### src/design/i2cbm_pkg.sv
// ----------------------------------------------------------------------------
// i2cbm_pkg
// Shared types and constants for the bit-level i2c bus master sequencer.
// ----------------------------------------------------------------------------
`default_nettype none

package i2cbm_pkg;

    localparam int unsigned KIND_W  = 3;
    localparam int unsigned PHASE_W = 6;
    localparam int unsigned BYTE_W  = 8;
    localparam int unsigned ACKM_W  = 2;

    // command codes
    localparam logic [KIND_W-1:0] CMD_NONE  = 3'd0;
    localparam logic [KIND_W-1:0] CMD_START = 3'd1;
    localparam logic [KIND_W-1:0] CMD_STOP  = 3'd2;
    localparam logic [KIND_W-1:0] CMD_SEND  = 3'd3;
    localparam logic [KIND_W-1:0] CMD_WAIT  = 3'd4;
    localparam logic [KIND_W-1:0] CMD_READ  = 3'd5;
    localparam logic [KIND_W-1:0] CMD_PROBE = 3'd6;

    // acknowledge modes after a read
    localparam logic [ACKM_W-1:0] ACKM_NACK = 2'd0;
    localparam logic [ACKM_W-1:0] ACKM_NONE = 2'd2;

    // write direction bit or-ed into the probe address
    localparam logic [BYTE_W-1:0] WR_BIT = 8'h00;

    // sequence lengths in ticks
    localparam logic [PHASE_W-1:0] LEN_START    = 6'd3;
    localparam logic [PHASE_W-1:0] LEN_STOP     = 6'd1;
    localparam logic [PHASE_W-1:0] LEN_SEND     = 6'd24;
    localparam logic [PHASE_W-1:0] LEN_WAIT     = 6'd3;
    localparam logic [PHASE_W-1:0] LEN_READ     = 6'd16;
    localparam logic [PHASE_W-1:0] LEN_READ_ACK = 6'd19;
    localparam logic [PHASE_W-1:0] LEN_PROBE    = 6'd31;

    // probe segment boundaries
    localparam logic [PHASE_W-1:0] PRB_SEND = 6'd3;
    localparam logic [PHASE_W-1:0] PRB_WAIT = 6'd27;
    localparam logic [PHASE_W-1:0] PRB_STOP = 6'd30;

    // last slot of the last bit of a byte send
    localparam logic [PHASE_W-1:0] SEND_LAST  = LEN_SEND - 6'd1;
    localparam logic [PHASE_W-1:0] PRB_S_LAST = PRB_WAIT - 6'd1;

    // ack phase slots of a read
    localparam logic [PHASE_W-1:0] RD_ACK0 = 6'd16;
    localparam logic [PHASE_W-1:0] RD_ACK1 = 6'd17;

    typedef struct packed {
        logic [KIND_W-1:0]  cmd;
        logic [PHASE_W-1:0] phase;
        logic [1:0]         slot;      // phase modulo three
        logic [BYTE_W-1:0]  shift_out;
        logic [BYTE_W-1:0]  shift_in;
        logic [ACKM_W-1:0]  ack_mode;
        logic               ack;
        logic               scl;
        logic               sda;
    } t_state;

    typedef struct packed {
        logic              scl_out;
        logic              sda_out;
        logic              busy_res;
        logic              done_res;
        logic [BYTE_W-1:0] rx_byte;
        logic              ack_bit;
    } t_result;

endpackage

`default_nettype wire

### src/design/i2cbm_if.sv
// ----------------------------------------------------------------------------
// i2cbm_if
// Valid/ready channels for bus ticks in and bus drive results out.
// ----------------------------------------------------------------------------
`default_nettype none

interface i2cbm_in_if;
    logic       valid;
    logic       ready;
    logic [2:0] kind;
    logic [7:0] tx_byte;
    logic [1:0] ack_mode;
    logic       sda_in;

    modport source (output valid, kind, tx_byte, ack_mode, sda_in, input ready);
    modport sink   (input valid, kind, tx_byte, ack_mode, sda_in, output ready);
endinterface

interface i2cbm_out_if;
    logic       valid;
    logic       ready;
    logic       scl_out;
    logic       sda_out;
    logic       busy_res;
    logic       done_res;
    logic [7:0] rx_byte;
    logic       ack_bit;

    modport source (output valid, scl_out, sda_out, busy_res, done_res, rx_byte, ack_bit,
                    input ready);
    modport sink   (input valid, scl_out, sda_out, busy_res, done_res, rx_byte, ack_bit,
                    output ready);
endinterface

`default_nettype wire

### src/design/i2cbm_slot.sv
// ----------------------------------------------------------------------------
// i2cbm_slot
// One bus tick: launches a command when idle, drives the current delay slot,
// samples sda and advances the sequence.
// ----------------------------------------------------------------------------
`default_nettype none

module i2cbm_slot (
    input  var i2cbm_pkg::t_state  i_cur,
    input  var logic [2:0]         i_kind,
    input  var logic [7:0]         i_tx_byte,
    input  var logic [1:0]         i_ack_mode,
    input  var logic               i_sda_in,
    output var i2cbm_pkg::t_state  o_nxt,
    output var i2cbm_pkg::t_result o_res
);
    import i2cbm_pkg::*;

    logic               launch;
    logic               run;
    logic               rel;
    logic               done;
    logic               seg_start;
    logic               seg_send;
    logic               seg_wait;
    logic               seg_stop;
    logic               send_last;
    logic [PHASE_W-1:0] len;
    t_state             s;
    t_state             w;

    always_comb begin
        launch = (i_cur.cmd == CMD_NONE) && (i_kind != CMD_NONE) && (i_kind <= CMD_PROBE);
        run    = (i_cur.cmd != CMD_NONE) || launch;

        s = i_cur;
        if (launch) begin
            s.cmd       = i_kind;
            s.phase     = '0;
            s.slot      = '0;
            s.shift_out = i_tx_byte | ((i_kind == CMD_PROBE) ? WR_BIT : 8'h00);
            s.ack_mode  = i_ack_mode;
            if (i_kind == CMD_READ) begin
                s.shift_in = '0;
            end
        end

        unique case (s.cmd)
            CMD_START: len = LEN_START;
            CMD_STOP:  len = LEN_STOP;
            CMD_SEND:  len = LEN_SEND;
            CMD_WAIT:  len = LEN_WAIT;
            CMD_READ:  len = (s.ack_mode == ACKM_NONE) ? LEN_READ : LEN_READ_ACK;
            CMD_PROBE: len = LEN_PROBE;
            default:   len = LEN_STOP;
        endcase

        seg_start = (s.cmd == CMD_START) || ((s.cmd == CMD_PROBE) && (s.phase < PRB_SEND));
        seg_send  = (s.cmd == CMD_SEND) || ((s.cmd == CMD_PROBE) && (s.phase >= PRB_SEND)
                    && (s.phase < PRB_WAIT));
        seg_wait  = (s.cmd == CMD_WAIT) || ((s.cmd == CMD_PROBE) && (s.phase >= PRB_WAIT)
                    && (s.phase < PRB_STOP));
        seg_stop  = (s.cmd == CMD_STOP) || ((s.cmd == CMD_PROBE) && (s.phase >= PRB_STOP));
        send_last = ((s.cmd == CMD_SEND) && (s.phase == SEND_LAST))
                 || ((s.cmd == CMD_PROBE) && (s.phase == PRB_S_LAST));

        // probe segments start on multiples of three, so the slot counter lines up
        w   = s;
        rel = 1'b0;
        if (seg_start) begin
            case (s.slot)
                2'd0: begin
                    w.scl = 1'b1;
                    w.sda = 1'b1;
                end
                2'd1: w.sda = 1'b0;
                default: w.scl = 1'b0;
            endcase
        end else if (seg_send) begin
            case (s.slot)
                2'd0: w.sda = s.shift_out[BYTE_W-1];
                2'd1: w.scl = 1'b1;
                default: begin
                    w.scl       = 1'b0;
                    w.shift_out = {s.shift_out[BYTE_W-2:0], 1'b0};
                    if (send_last) begin
                        w.sda = 1'b1;
                    end
                end
            endcase
        end else if (seg_wait) begin
            case (s.slot)
                2'd0: w.sda = 1'b1;
                2'd1: begin
                    w.scl = 1'b1;
                    w.ack = i_sda_in;
                end
                default: w.scl = 1'b0;
            endcase
        end else if (seg_stop) begin
            w.sda = 1'b0;
            w.scl = 1'b1;
            rel   = 1'b1;
        end else if (s.cmd == CMD_READ) begin
            if (s.phase < RD_ACK0) begin
                w.scl = ~s.phase[0];
                if (!s.phase[0]) begin
                    w.shift_in = {s.shift_in[BYTE_W-2:0], i_sda_in};
                end
            end else if (s.phase == RD_ACK0) begin
                w.sda = (s.ack_mode == ACKM_NACK);
            end else if (s.phase == RD_ACK1) begin
                w.scl = 1'b1;
            end else begin
                w.scl = 1'b0;
                rel   = 1'b1;
            end
        end

        done = ({1'b0, s.phase} + 7'd1) >= {1'b0, len};

        if (run) begin
            o_res.scl_out  = w.scl;
            o_res.sda_out  = w.sda;
            o_res.busy_res = 1'b1;
            o_res.done_res = done;
            o_res.rx_byte  = w.shift_in;
            o_res.ack_bit  = w.ack;

            o_nxt = w;
            if (rel) begin
                o_nxt.sda = 1'b1;
            end
            if (done) begin
                o_nxt.cmd   = CMD_NONE;
                o_nxt.phase = '0;
                o_nxt.slot  = '0;
            end else begin
                o_nxt.phase = s.phase + 6'd1;
                o_nxt.slot  = (s.slot == 2'd2) ? 2'd0 : s.slot + 2'd1;
            end
        end else begin
            o_res.scl_out  = i_cur.scl;
            o_res.sda_out  = i_cur.sda;
            o_res.busy_res = 1'b0;
            o_res.done_res = 1'b0;
            o_res.rx_byte  = i_cur.shift_in;
            o_res.ack_bit  = i_cur.ack;
            o_nxt          = i_cur;
        end
    end

endmodule

`default_nettype wire

### src/design/i2c_bit_level_master_top.sv
// the result of a tick is registered and shown in the cycle after the tick is accepted
// throughput: one tick per cycle while the consumer takes each result; the sequencer
//   state and the result register both update in the cycle a tick is accepted
// a waiting result does not stop the next tick while the consumer takes it
// reset: synchronous active-low, returns to idle with both lines released,
//   shift registers cleared and the acknowledge flag at no response
// ----------------------------------------------------------------------------
// i2c_bit_level_master_top
// Bit-level i2c bus master: one bus delay slot per accepted tick.
// ----------------------------------------------------------------------------
`default_nettype none

module i2c_bit_level_master_top (
    input  var logic      i_clk,
    input  var logic      i_rst_n,
    i2cbm_in_if.sink      i_in,
    i2cbm_out_if.source   o_out
);
    import i2cbm_pkg::*;

    t_state  r_state;
    t_state  n_state;
    t_result r_res;
    t_result n_res;
    logic    r_out_valid;
    logic    accept;

    assign i_in.ready = !r_out_valid || o_out.ready;
    assign accept     = i_in.valid && i_in.ready;

    i2cbm_slot u_slot (
        .i_cur      (r_state),
        .i_kind     (i_in.kind),
        .i_tx_byte  (i_in.tx_byte),
        .i_ack_mode (i_in.ack_mode),
        .i_sda_in   (i_in.sda_in),
        .o_nxt      (n_state),
        .o_res      (n_res)
    );

    always_ff @(posedge i_clk) begin
        if (!i_rst_n) begin
            r_state.cmd       <= CMD_NONE;
            r_state.phase     <= '0;
            r_state.slot      <= '0;
            r_state.shift_out <= '0;
            r_state.shift_in  <= '0;
            r_state.ack_mode  <= '0;
            r_state.ack       <= 1'b1;
            r_state.scl       <= 1'b1;
            r_state.sda       <= 1'b1;
            r_out_valid       <= 1'b0;
        end else begin
            if (accept) begin
                r_state     <= n_state;
                r_out_valid <= 1'b1;
            end else if (o_out.ready) begin
                r_out_valid <= 1'b0;
            end
        end
    end

    // result payload, no reset needed
    always_ff @(posedge i_clk) begin
        if (accept) begin
            r_res <= n_res;
        end
    end

    assign o_out.valid    = r_out_valid;
    assign o_out.scl_out  = r_res.scl_out;
    assign o_out.sda_out  = r_res.sda_out;
    assign o_out.busy_res = r_res.busy_res;
    assign o_out.done_res = r_res.done_res;
    assign o_out.rx_byte  = r_res.rx_byte;
    assign o_out.ack_bit  = r_res.ack_bit;

endmodule

`default_nettype wire

### src/flat_wrapper.sv
// flat-port wrapper written by rule: the top's interface ports become plain ports
module i2c_bit_level_master_top_flat import i2cbm_pkg::*;
  (i_clk, i_rst_n, i_in_valid, i_in_kind, i_in_tx_byte, i_in_ack_mode, i_in_sda_in, i_in_ready, o_out_valid, o_out_scl_out, o_out_sda_out, o_out_busy_res, o_out_done_res, o_out_rx_byte, o_out_ack_bit, o_out_ready);
  i2cbm_in_if i_in_i ();
  i2cbm_out_if o_out_i ();
  input  var logic i_clk;
  input  var logic i_rst_n;
  input wire logic [$bits(i_in_i.valid)-1:0] i_in_valid;
  input wire logic [$bits(i_in_i.kind)-1:0] i_in_kind;
  input wire logic [$bits(i_in_i.tx_byte)-1:0] i_in_tx_byte;
  input wire logic [$bits(i_in_i.ack_mode)-1:0] i_in_ack_mode;
  input wire logic [$bits(i_in_i.sda_in)-1:0] i_in_sda_in;
  output wire logic [$bits(i_in_i.ready)-1:0] i_in_ready;
  output wire logic [$bits(o_out_i.valid)-1:0] o_out_valid;
  output wire logic [$bits(o_out_i.scl_out)-1:0] o_out_scl_out;
  output wire logic [$bits(o_out_i.sda_out)-1:0] o_out_sda_out;
  output wire logic [$bits(o_out_i.busy_res)-1:0] o_out_busy_res;
  output wire logic [$bits(o_out_i.done_res)-1:0] o_out_done_res;
  output wire logic [$bits(o_out_i.rx_byte)-1:0] o_out_rx_byte;
  output wire logic [$bits(o_out_i.ack_bit)-1:0] o_out_ack_bit;
  input wire logic [$bits(o_out_i.ready)-1:0] o_out_ready;
  assign i_in_i.valid = i_in_valid;
  assign i_in_i.kind = i_in_kind;
  assign i_in_i.tx_byte = i_in_tx_byte;
  assign i_in_i.ack_mode = i_in_ack_mode;
  assign i_in_i.sda_in = i_in_sda_in;
  assign i_in_ready = i_in_i.ready;
  assign o_out_valid = o_out_i.valid;
  assign o_out_scl_out = o_out_i.scl_out;
  assign o_out_sda_out = o_out_i.sda_out;
  assign o_out_busy_res = o_out_i.busy_res;
  assign o_out_done_res = o_out_i.done_res;
  assign o_out_rx_byte = o_out_i.rx_byte;
  assign o_out_ack_bit = o_out_i.ack_bit;
  assign o_out_i.ready = o_out_ready;
  i2c_bit_level_master_top u_core (.i_clk(i_clk), .i_rst_n(i_rst_n), .i_in(i_in_i), .o_out(o_out_i));
endmodule
### config.mk
export PLATFORM = sky130hd
export DESIGN_NAME = i2c_bit_level_master_top_flat
export DESIGN_NICKNAME = d
export VERILOG_FILES = /design/src/design/i2cbm_pkg.sv /design/src/design/i2cbm_if.sv /design/src/design/i2cbm_slot.sv /design/src/design/i2c_bit_level_master_top.sv /design/src/flat_wrapper.sv
export SDC_FILE = /design/constraint.sdc
export NUM_CORES = 1
export LEC_CHECK = 0
export BUFFER_PORTS_ARGS = -buffer_cell sky130_fd_sc_hd__buf_2
export CAP_MARGIN = 20
export CORE_MARGIN = 1
export CORE_UTILIZATION = 58
export DETAILED_ROUTE_END_ITERATION = 7
export PLACE_DENSITY = 0.79
export SLEW_MARGIN = 0
export SYNTH_ARGS = -nofsm -noshare
export SYNTH_HDL_FRONTEND = slang
export SYNTH_SLANG_ARGS = --single-unit
### constraint.sdc
create_clock -name i_clk -period 5.88 [get_ports i_clk]
set_input_delay 1.764 -clock i_clk [delete_from_list [all_inputs] [get_ports i_clk]]
set_output_delay 1.764 -clock i_clk [all_outputs]
set_load 0.01 [all_outputs]
After elaboration in Yosys (flattened, before gate mapping)
Cells that the tools add are included.
Cells by class
  order comparisons: 9
  reduce and logical (&&, ||, !) cells: 28
  multiplexer cells: 48
  eq/ne operators: 14
  add/sub/neg operators: 3
  bitwise gates (word level): 1
Operators by type and width (count)
  $mux W8: 10
  $mux W29: 1
  $eq A6 B5 Y1 const B: 4
  $mux W1: 22
  $pmux W5 S4: 1
  $lt A6 B5 Y1 const B: 3
  $mux W16: 1
  $mux W2: 7
  $mux W13: 1
  $eq A3 B3 Y1 const B: 4
  $ge A6 B5 Y1 const B: 2
  $logic_and A1 B1 Y1: 11
  $pmux W1 S2: 4
  $add A6 B1 Y7 const B: 1
  $ge A7 B6 Y1: 1
  $logic_or A1 B1 Y1: 7
  $add A6 B1 Y6 const B: 1
  $eq A3 B2 Y1 const B: 2
  $ge A6 B2 Y1 const B: 1
  $lt A6 B2 Y1 const B: 1
  $reduce_bool A3 Y1: 2
  $eq A2 B2 Y1 const B: 2
  $logic_not A2 Y1: 2
  $reduce_or A2 Y1: 2
  10 further kinds: 10
Storage, ports and cells
  input port bits: 18
  flip-flop bits (word level): 46
  logic and storage cells: 119
  output and inout port bits: 15

Logic depth before layout (Yosys ltp)
Gate-level depths: netlist of run 1.
  word-level depth: 14
  depth in mapped cells: 17
  gate-level depth less buffers: 13

Cells and area by module
From an unflattened synthesis of run 1, not the netlist that was laid out.
Second synthesis, totals
  cell total of the unflattened synthesis: 374
  area, all modules: 3141.8 um^2
By module, submodules not included
  i2c_bit_level_master_top: cells each 157, instances 1, area each 1736.7 um^2, seq. area each 1051.0 um^2
  i2cbm_slot: cells each 217, instances 1, area each 1405.1 um^2, seq. area each 0.0 um^2

Worst setup path after synthesis of run 1
OpenSTA, ideal clock, no wires.
  kind: input-to-reg
  start: input port i_in_kind[1]
  end: register u_core.r_state[0] in the netlist's numbering
  setup time: 0.122 ns
  path buffers: 4
  arrival time: 4.616 ns
  cell stages on the path: 15
  setup slack: 1.142 ns
  data required time: 5.758 ns
  cells stage by stage: buf_2 -> or3_4 -> nand3_1 -> buf_2 -> buf_2 -> nand2_1 -> inv_1 -> ha_1 -> clkbuf_1 -> nor2b_1 -> o21ai_0 -> o41ai_4 -> a211o_1 -> o211ai_2 -> o32a_1
On the way
  word-level cells in the longest chain between the ends: 14
  elaborated cells between the ends (all ways): 60
  those cells by class: order compare (8); eq/ne (11); mux (21); reduce/logical (20)
Ends and longest elaborated chain
  start: declaration: line flat_wrapper.sv:9  | input wire logic [$bits(i_in_i.kind)-1:0] i_in_kind;
  branches (longest 14 deep; another with $lt A6 B5 Y1)
  end signal: assignment: line i2c_bit_level_master_top.sv:55  | r_state <= n_state;
  end: declaration: line i2c_bit_level_master_top.sv:21  | t_state r_state;
Several ways; the timed one is not identified.
A chain may end at the register's enable or synchronous reset.

Worst setup path after layout of run 1
  start: input port i_in_kind[0]
  end: register u_core.r_state[29] in the netlist's numbering
On the way
  word-level cells in the longest chain between the ends: 9
  elaborated cells between the ends (all ways): 19
  those cells by class: add/sub (1); order compare (2); eq/ne (6); mux (4); reduce/logical (6)
Ends and longest elaborated chain
  branches (longest 9 deep; another with $add A6 B1 Y7)
Several ways; the timed one is not identified.

==> results of run 1 <==
==> power breakdown <==
group / total, W / internal (W) / leakage [nW] / switching [W]
combinational: 0.000222 / 0.0000866 / 0.798 / 0.000135
sequential: 0.000381 / 0.000355 / 0.394 / 0.0000263
clock: 0.000197 / 0.0000858 / 0.0447 / 0.000111
==> kinds of logic after synthesis <==
group,count (synthesis)
AO/OA/AOI/OAI,95
XOR/XNOR,3
adder cells (fa/ha/maj),8
buffers and inverters,35
flip-flops,46
multiplexers,11
AND/OR/NAND/NOR,123
==> cells in the mapped netlist, types with 6 or more instances <==
library cell | instances | area (um^2)
edfxtp_1 | 13 | 390
nor2_1 | 31 | 116
a21oi_1 | 13 | 65.1
o21ai_0 | 20 | 100
clkbuf_1 | 13 | 48.8
nand2_1 | 35 | 131
inv_1 | 11 | 41.3
dfxtp_1 | 33 | 661
ha_1 | 8 | 100
nand3_1 | 16 | 80.1
mux2i_1 | 9 | 90.1
o221a_2 | 8 | 90.1
buf_2 | 7 | 35.0
a21boi_0 | 11 | 82.6
nor2b_1 | 6 | 37.5
o21a_1 | 8 | 60.1
==> registers in the layout, summed over array words and instances (netlist names) <==
register / cells
u_core.o_out.ack_bit: 1
u_core.o_out.busy_res: 1
u_core.o_out.done_res: 1
u_core.o_out.rx_byte: 8
u_core.o_out.scl_out: 1
u_core.o_out.sda_out: 1
u_core.o_out.valid: 1
u_core.r_state: 32
==> layer usage <==
metal  up-vias  share of wire (%)  global-route usage, %
met3        14                6.3                   5.20
met4         0                2.2                   9.78
met5         -                  0                      0
met1      1132                 45                   35.8
li1       1216                  -                      -
met2        89                 47                   42.1
==> worst reg2reg max path: stages (launching register included) <==
cell	delay, ns
dfxtp_1	0.48
nor3_4	0.40
and3_4	0.38
nand3b_1	0.14
a32oi_1	0.27
nand2b_1	0.09
ha_1	0.26
nand2b_1	0.14
a21o_1	0.17
a21o_1	0.16
a21oi_1	0.22
o221a_2	0.29
o21ai_0	0.11
a21oi_1	0.15
==> per-stage QoR <==
stage               utilization (%)  setup slack (ns)  power [W]  cells  instance area (um^2)
floorplan                         -              1.14   0.000550    321                  2790
global placement               65.4              1.24   0.000602    385                  2930
detailed placement             65.4              1.18   0.000606    385                  2930
CTS                            67.5              1.48   0.000801    393                  3020
global route                   67.5              1.19   0.000841    393                  3020
finish                         67.5              1.47   0.000800    393                  3020
==> worst paths after layout <==
check | from | end | slack [ns] | depth (start not counted)
hold reg to reg | u_core.r_state[12] | u_core.r_state[12] | 0.47 | 2
setup reg to reg | u_core.r_state[31] | u_core.r_state[29] | 2.55 | 13
hold / removal | u_core.r_state[12] | u_core.r_state[12] | 0.47 | 2
setup / recovery | i_in_kind[0] | u_core.r_state[29] | 1.47 | 15
==> final cells by class <==
| class | count | area, um^2 |
|---|---|---|
| multi-input cells | 240 | 1580 |
| fillers | 374 | 1460 |
| flip-flops and latches | 46 | 1050 |
| repair buffers | 35 | 183 |
| clock buffers | 5 | 68.8 |
| well taps | 52 | 65.1 |
| inverters | 12 | 45.0 |
| clock inverters | 3 | 25.0 |
==> results_dict.tcl, run 1 <==
set metrics [dict create \
    wl_per_cell_um 16.5 \
    initial_core_util_pct 62.3 \
    cts_hold_buf 0 \
    status "finished with violations" \
    ant_nets 0 \
    core_area_um2 4470 \
    violations "DRC" \
    synth.distinct_cells 59 \
    synth_compound_area_share_pct 25.8 \
    crit_fanout 19 \
    peakVddDrop_v 0.000207 \
    drc 2 \
    skew_ns 0.00544 \
    fin_hold_ws_ns 0.469 \
    yosysSeqAreaShare_pct 37.7 \
    synth_adder_area_share_pct 3.59 \
    area_delta_synth_final_pct 8.30 \
    leakagePower_nw 1.24 \
    drtIter0Drc 186 \
    die_w_um 71.3 \
    cp_num_buf_inv 2 \
    fp.dieH_um 71.3 \
    htree_levels 2 \
    cts_tree "done" \
    synth-xor-area-share_pct 0.943 \
    synth_flop_cell "dfxtp_1" \
    arrival_ns 4.64 \
    cts.sinks 46 \
    synth_area_um2 2790 \
    hold_viol 0 \
    synth_async_sr_flop_share_pct 0 \
    final_common_cell "nand2_1" \
    period_minus_slack_ns 4.41 \
    path_clk_slew_ns 0.09 \
    cts_resized 0 \
    slew_headroom_pct 34.2 \
    synth.avg_cell_area_um2 8.68 \
    critPathKind "in -> reg" \
    path_cells "buf_2 -> or3_4 -> nand3_1 -> buf_4 -> nand3b_1 -> a32oi_1 -> nand2b_1 -> ha_1 -> nand2b_1 -> a21o_1 -> a21o_1 -> a21oi_1 -> o221a_2 -> o21ai_0 -> a21oi_1" \
    dp_hpwl_um 4540 \
    via_count 2451 \
    crit_path_start_kind "input port" \
    synth_edf_count 13 \
    power_density_nw_per_um2 265 \
    clock.fmax_mhz 227 \
    grt_first_pass_wirelength_um 10800 \
    num_rows 24 \
    vias_per_cell 6.24 \
    cp_top_family "compound AO/OA/AOI/OAI gates" \
    rsz0062_at_grt "no" \
    max_stage_delay_ns 0.40 \
    fin_crit_sh_pct 75.0 \
    slowest_stage "or3_4" \
    cts-root-buf "clkbuf_8" \
    post_cts_buffers 0 \
    synthCells 321 \
    yosysWarnings 0 \
    cts_max_path_buffers 2 \
    grt_max_degree 39 \
    syn_nets 347 \
    antenna_cells 0 \
    synth_top_family_by_area "compound AO/OA/AOI/OAI gates" \
    tns_ns 0 \
    cap_violations 0 \
    antenna_found_initial 0 \
    wirelength_um 6490 \
    drive_gt1_share_pct 19.1 \
    yosys_register_bits 46 \
    drt-pass1-iter-count 6 \
    die_area_um2 5090 \
    grt_pass1_vias 2240 \
    clock_latency_ns 0.30 \
    port_buffers 32 \
    globalRouteOverflowTotal 0 \
    place.gp.congestion 1.03 \
    synth_simple_gate_area_share_pct 22.4 \
    worstMarginPinSlew_ns 0.987 \
    setup_viol 0 \
    grt.total_usage_pct 26.5 \
    slew_viol_final 0 \
    layout_common_cells "35 x nand2_1, 33 x dfxtp_1, 32 x buf_2" \
    synth.mux.area_fraction_pct 4.04 \
    io_pins 33 \
    cp-end-kind "flip-flop" \
    numCtsBuffers 5 \
    hold_path.class "reg -> reg" \
    required_ns 6.11 \
    nNetsFinal 366 \
]
(Power assumes the default switching activity.)
==> run 2, diff against run 1 <==
--- a/config.mk
+++ b/config.mk
@@ -5,6 +5,7 @@
 export SDC_FILE = /design/constraint.sdc
 export NUM_CORES = 1
 export LEC_CHECK = 0
+export ABC_AREA = 1
 export BUFFER_PORTS_ARGS = -buffer_cell sky130_fd_sc_hd__buf_2
 export CAP_MARGIN = 20
 export CORE_MARGIN = 1
==> constraint.sdc (replaced) <==
create_clock -name i_clk -period 4.5 [get_ports i_clk]
set_input_delay 1.35 -clock i_clk [delete_from_list [all_inputs] [get_ports i_clk]]
set_output_delay 1.35 -clock i_clk [all_outputs]
set_load 0.01 [all_outputs]
==> run 2 against run 1 <==
Against the previous run:
- largest cell class unchanged
- highest routed layer unchanged
- area after synthesis up 2.6%
- setup slack worse by 1.0 ns
- global-route usage down 0.50 points
- critical endpoint is now u_core.o_out.done_res
- the flow now finishes without violations
==> results_dict.tcl, run 2 <==
set metrics [dict create \
    status "complete, no violations" \
    wirelength_um 6290 \
    die_w_um 72.2 \
    cts_resized 0 \
    multi_input_area_um2 1500 \
    core_area_um2 4720 \
    fin_crit_sh_pct 89.5 \
    slowest_stage "ha_1" \
    crit_path_start_kind "input port" \
    drc 0 \
    power_density_nw_per_um2 476 \
    slew_headroom_pct 62.2 \
    synth.most_common_cell "nand2_1" \
    synth_area_um2 2860 \
    drtIter0Drc 183 \
    synth.largest_area_cell "dfxtp_1" \
    drt-pass1-iter-count 5 \
    peakVddDrop_v 0.000246 \
    period_minus_slack_ns 4.03 \
    wl_per_cell_um 12.4 \
    grt_first_pass_wirelength_um 10600 \
    setup_viol 0 \
    clock_latency_ns 0.30 \
    skew_ns 0.0126 \
    yosys-top-cells-area "dfxtp_1 23%, edfxtp_1 14%, nand2_1 13%" \
    antenna_cells 0 \
    grt_busiest_layer "met2" \
    htree_levels 2 \
    cp_top_family "simple AND/OR/NAND/NOR gates" \
    cts-root-buf "clkbuf_8" \
    yosysSeqAreaShare_pct 36.7 \
    path_cells "buf_2 -> nor2_1 -> nand2_2 -> nand3_4 -> nand2_1 -> inv_1 -> ha_1 -> inv_1 -> xor2_1 -> ha_1 -> o21a_1 -> o21ai_0 -> nand2_1 -> a21oi_1 -> o211a_1 -> or2_1 -> inv_1" \
    final_common_cell "nand2_1" \
    nNetsFinal 465 \
    drive_gt1_share_pct 14.8 \
    top_register "u_core.r_state" \
    worstHoldStart "u_core.r_state[4]" \
    globalRouteOverflowTotal 0 \
    tns_ns 0 \
    port_buffers 32 \
    cap_violations 0 \
    synth_async_sr_flop_share_pct 0 \
    cp_num_buf_inv 4 \
    grt_pass1_vias 2368 \
    place.gp.congestion 0.977 \
    layout_common_cells "98 x nand2_1, 61 x inv_1, 47 x nor2_1" \
    syn_nets 436 \
    largest_reg_flops 32 \
    numCtsBuffers 5 \
    die_area_um2 5220 \
    io_pins 33 \
    slew_viol_final 0 \
    critPathLaunch "i_in_kind[0]" \
    synth.distinct_cells 41 \
    cp-end-kind "flip-flop" \
    path_clk_slew_ns 0.09 \
    synth_flop_cell "dfxtp_1" \
    vias_per_cell 5.27 \
    rsz0062_at_grt "no" \
    ant_nets 0 \
    dp_hpwl_um 4660 \
    cts_hold_buf 0 \
    cts_max_path_buffers 2 \
    fillers 404 \
    worstMarginPinSlew_ns 0.566 \
    hold_viol 0 \
    initial_core_util_pct 60.6 \
    crit_fanout 24 \
    post_cts_buffers 0 \
    clock.fmax_mhz 248 \
    r2r-start "u_core.r_state[29]" \
    arrival_ns 4.09 \
    grt_use_met2_pct 40.6 \
    synth_edf_count 13 \
    synth.avg_cell_area_um2 6.98 \
    grt.total_usage_pct 26.0 \
    critPathKind "in -> reg" \
    area_delta_synth_final_pct 11.0 \
    crit_top_cell "inv_1" \
    synth.top_cells.by_count "98 x nand2_1, 61 x inv_1, 47 x nor2_1" \
    required_ns 4.57 \
    yosysTopAreaCellShare_pct 23.1 \
    num_rows 25 \
    utilization_pct 67.2 \
    leakagePower_nw 1.55 \
    cts_tree "done" \
    yosys_register_bits 46 \
    synthCells 410 \
    use_met3_pct 4.31 \
    via_count 2671 \
    grt_max_degree 35 \
    antenna_found_initial 0 \
    fp.dieH_um 72.2 \
    max_stage_delay_ns 0.31 \
    cts.sinks 46 \
    gr-usage-met1_pct 35.4 \
    hold_path.class "reg -> reg" \
    yosysWarnings 0 \
    seqCellArea_um2 1050 \
]
-- run 2: final cells by class --
class	instances	share of cell area, %
multi-input cells	285	47.1
clock buffers	6	2.29
clock inverters	2	1.18
well taps	67	2.64
inverters	67	7.92
repair buffers	34	5.75
flip-flops and latches	46	33.1
-- run 2: worst reg2reg max path, stage by stage (launching register included) --
cell and delay, ns:
dfxtp_1 0.36, inv_2 0.08, nand2_2 0.08, nor2_8 0.14, nand3_4 0.24, nand2_1 0.20
inv_1 0.13, ha_1 0.28, inv_1 0.11, xor2_1 0.21, ha_1 0.27, o21a_1 0.10
o21ai_0 0.17, nand2_1 0.07, a21oi_1 0.14, o211a_1 0.25, or2_1 0.15, inv_1 0.04
-- run 2: final timing paths --
| check | end | slack (ns) | cells after the start |
|---|---|---|---|
| hold / removal | u_core.r_state[4] | 0.46 | 2 |
| hold reg to reg | u_core.r_state[4] | 0.46 | 2 |
| setup / recovery | u_core.o_out.done_res | 0.47 | 17 |
| setup reg to reg | u_core.o_out.done_res | 1.24 | 17 |
-- run 2: report_power, final --
group | leakage (nW) | total, W | switching [W] | internal (W)
logic | 1.10 | 0.000642 | 0.000420 | 0.000223
clock network | 0.0514 | 0.000307 | 0.000141 | 0.000166
registers | 0.397 | 0.000561 | 0.0000445 | 0.000516
total | 1.55 | 0.00151 | 0.000606 | 0.000905
-- run 2: cell families (layout without fill, tap and decap cells) --
logic type	after synthesis	after routing	share of synthesized area (%)
simple gates	189	189	29.5
compound gates	81	81	17.0
buf+inv	79	109	11.0
flops	46	46	36.7
fa+ha+maj	8	8	3.50
mux	4	4	1.40
xor+xnor	3	3	0.919
-- run 2: per-layer routing --
layer  up-vias  wire length (um)
met4         0               109
met3        11               405
met1      1181              2970
li1       1386                 -
met5         -                 0
met2        93              2810
-- run 2: metrics by stage --
step / power [W] / instances / hold WS (ns) / cell area, um^2 / setup WS, ns
after CTS: 0.00150 / 506 / 0.461 / 3160 / 0.476
after global routing: 0.00163 / 507 / 0.479 / 3170 / 0.204
final: 0.00151 / 507 / 0.460 / 3170 / 0.472
after floorplan: 0.00106 / 410 / 0.430 / 2860 / 0.815
after detailed placement: 0.00120 / 498 / 0.449 / 3050 / 0.172
after global placement: 0.00118 / 498 / 0.443 / 3050 / 0.274
==> run 3, diff against run 2 <==
--- a/config.mk
+++ b/config.mk
@@ -8,11 +8,13 @@
 export ABC_AREA = 1
 export BUFFER_PORTS_ARGS = -buffer_cell sky130_fd_sc_hd__buf_2
 export CAP_MARGIN = 20
-export CORE_MARGIN = 1
-export CORE_UTILIZATION = 58
+export CELL_PAD_IN_SITES_DETAIL_PLACEMENT = 1
+export CELL_PAD_IN_SITES_GLOBAL_PLACEMENT = 1
+export CORE_UTILIZATION = 42
 export DETAILED_ROUTE_END_ITERATION = 7
-export PLACE_DENSITY = 0.79
+export PLACE_DENSITY_LB_ADDON = 0.1
 export SLEW_MARGIN = 0
 export SYNTH_ARGS = -nofsm -noshare
 export SYNTH_HDL_FRONTEND = slang
+export SYNTH_HIERARCHICAL = 1
 export SYNTH_SLANG_ARGS = --single-unit
==> run 3 against run 2 <==
Against the previous run:
- global-route usage fell by 2.6 points
- highest routed layer unchanged
- die area rose by 62%
- largest cell class unchanged
- synthesized cell count rose by 26%
- setup slack got worse by 0.051 ns
- core utilization fell by 21 points
- first-iteration DRC count fell by 48%
- fmax fell by 1.2%
- cell area rose by 13%
- critical path type unchanged
- total power fell by 6.1%
==> results_dict.tcl, run 3 <==
set metrics [dict create \
    antenna_cells 0 \
    nNetsFinal 554 \
    layout_common_cells "117 x nand2_1, 75 x inv_1, 57 x nor2_1" \
    synth.most_common_cell "nand2_1" \
    rrSetupSlack_ns 1.11 \
    grt_max_degree 63 \
    cap_violations 0 \
    initial_core_util_pct 43.7 \
    final_cells 631 \
    synth.avg_cell_area_um2 6.56 \
    critPathKind "in -> reg" \
    wirelength_um 9120 \
    placed_cells 623 \
    tns_ns 0 \
    crit_fanout 6 \
    grt_pass1_vias 3301 \
    synth_edf_count 13 \
    peakVddDrop_v 0.000164 \
    rsz0062_at_grt "no" \
    dp_hpwl_um 6630 \
    wl_met3_um 229 \
    internal-power_w 0.000886 \
    fin_crit_sh_pct 90.6 \
    cp-end-kind "flip-flop" \
    dp_slack_ns 0.0322 \
    io_pins 33 \
    fin_hold_ws_ns 0.488 \
    num_rows 32 \
    drc 0 \
    drive_gt1_share_pct 14.0 \
    area_delta_synth_final_pct 6.01 \
    synth_area_um2 3400 \
    slew_viol_final 0 \
    required_ns 4.74 \
    synth.distinct_cells 38 \
    period_minus_slack_ns 4.08 \
    yosysTopAreaCellShare_pct 19.5 \
    design_area_um2 3600 \
    synth_async_sr_flop_share_pct 0 \
    wl_per_cell_um 14.5 \
    antenna_found_initial 0 \
    path_clk_slew_ns 0.10 \
    fp.dieH_um 91.9 \
    hold_viol 0 \
    cts-root-buf "clkbuf_8" \
    clock.fmax_mhz 245 \
    top_register "u_core/r_state" \
    cts.sinks 46 \
    yosysSeqAreaShare_pct 31.0 \
    m1WireLength_um 4380 \
    vias_per_cell 5.10 \
    skew_ns 0.0107 \
    drt-pass1-iter-count 4 \
    ant_nets 0 \
    wl_met2_um 4450 \
    cts_tree "done" \
    clkPwrFrac_pct 26.3 \
    crit_path_start_kind "input port" \
    setup_viol 0 \
    arrival_ns 4.32 \
    largest_reg_flops 32 \
    via_count 3218 \
    grt_first_pass_wirelength_um 15900 \
    grt.total_usage_pct 23.3 \
    die_w_um 91.9 \
    yosysWarnings 6 \
    slew_headroom_pct 57.5 \
    seqPwrFrac_pct 36.5 \
    place.gp.congestion 0.878 \
    leakagePower_nw 1.80 \
    dpl-instance-area_um2 3460 \
    pwr-share-comb_pct 37.2 \
    yosys-top-cells-area "dfxtp_1 19%, nand2_1 13%, edfxtp_1 11%" \
    min_path_cells 2 \
    status "complete, no violations" \
    worstMarginPinSlew_ns 0.638 \
    port_buffers 32 \
    cts_max_path_buffers 2 \
    globalRouteOverflowTotal 0 \
    core_area_um2 7770 \
    hold_path.class "reg -> reg" \
    power_density_nw_per_um2 394 \
    swShare_pct 37.5 \
    drtIter0Drc 96 \
    synthCells 518 \
    syn_nets 544 \
    numCtsBuffers 5 \
    htree_levels 2 \
    highest_layer "met4" \
    yosys_register_bits 46 \
    clock_latency_ns 0.31 \
    synth.largest_area_cell "dfxtp_1" \
    final.setup.worst_slack_ns 0.421 \
    synth_flop_cell "dfxtp_1" \
    synth.top_cells.by_count "118 x nand2_1, 75 x inv_1, 57 x nor2_1" \
    final_common_cell "nand2_1" \
    switchingPower_w 0.000532 \
    die_area_um2 8450 \
    ff2ff_path_depth 25 \
]
==> run 3: cell count changes in the layout (fill, tap and decap cells not counted), moves of 8 or more <==
cell,previous run,this run
nand3_1,19,52
a21oi_1,28,51
nand2_1,98,117
inv_1,61,75
o21ai_0,24,12
nor2_1,47,57
nand2_2,3,11
==> run 3: worst paths after layout <==
kind,start,end
worst max-delay path,i_in_kind[1],u_core/r_state[24]
worst min-delay path,u_core/r_state[2],u_core/r_state[2]
worst max register to register,u_core/r_state[30],u_core/r_state[24]
worst min register to register,u_core/r_state[2],u_core/r_state[2]
==> run 3: cells by family after synthesis <==
| kind of cell | share of synthesized area, % |
|---|---|
| simple gates | 35.2 |
| fa+ha+maj | 2.95 |
| compound gates | 13.1 |
| mux | 0.590 |
| buf+inv | 16.7 |
| xor+xnor | 0.516 |
| flops | 31.0 |
==> run 3: what timing repair did <==
item / 4_1_cts / 5_1_grt
gates resized for setup: 0 / 2
hold buffers: 0 / 0
buffers inserted: 0 / 0
endpoints found under the setup margin: 0 / 4
==> run 3: cell type report <==
class / count / area, um^2
inverter: 80 / 305
tap: 102 / 128
clock inverter: 3 / 68.8
multi-input combinational: 358 / 1780
sequential: 46 / 1050
timing repair buffer: 37 / 198
fill: 1083 / 4170
clock buffer: 5 / 68.8
==> run 3: per-layer routing <==
metal | vias up | track usage (%)
li1 | 1655 | -
met1 | 1525 | 29.6
met2 | 33 | 41.8
met3 | 5 | 3.32
met4 | 0 | 4.69
met5 | - | 0
==> run 3: power by group through the flow <==
stage | clock network, W | logic, W | registers (W)
floorplan | 0 | 0.000416 | 0.000526
global placement | 0 | 0.000511 | 0.000526
detailed placement | 0 | 0.000527 | 0.000527
finish | 0.000373 | 0.000528 | 0.000517
global route | 0.000398 | 0.000605 | 0.000523
CTS | 0.000385 | 0.000532 | 0.000517
==> run 3: metrics by stage <==
stage | total power, W | utilization, %
finish | 0.00142 | 46.3
CTS | 0.00143 | 46.3
global placement | 0.00104 | 44.5
floorplan | 0.000943 | -
global route | 0.00153 | 46.3
detailed placement | 0.00105 | 44.5
==> run 3: critical path, stage by stage <==
cell	delay (ns)
buf_2	0.15
nand3_4	0.13
a31oi_1	0.29
nand2_1	0.16
nor2_4	0.16
inv_1	0.08
nand2_1	0.09
nor2_1	0.07
nand3_1	0.07
nand2_1	0.06
ha_1	0.27
o21ai_0	0.17
a21boi_0	0.10
o21ai_0	0.16
nand2_1	0.07
a21oi_1	0.15
nand3_1	0.13
inv_2	0.12
nand2_2	0.08
o22ai_1	0.14
inv_1	0.07
nand3_1	0.08
nand2_1	0.06
nor2_1	0.10
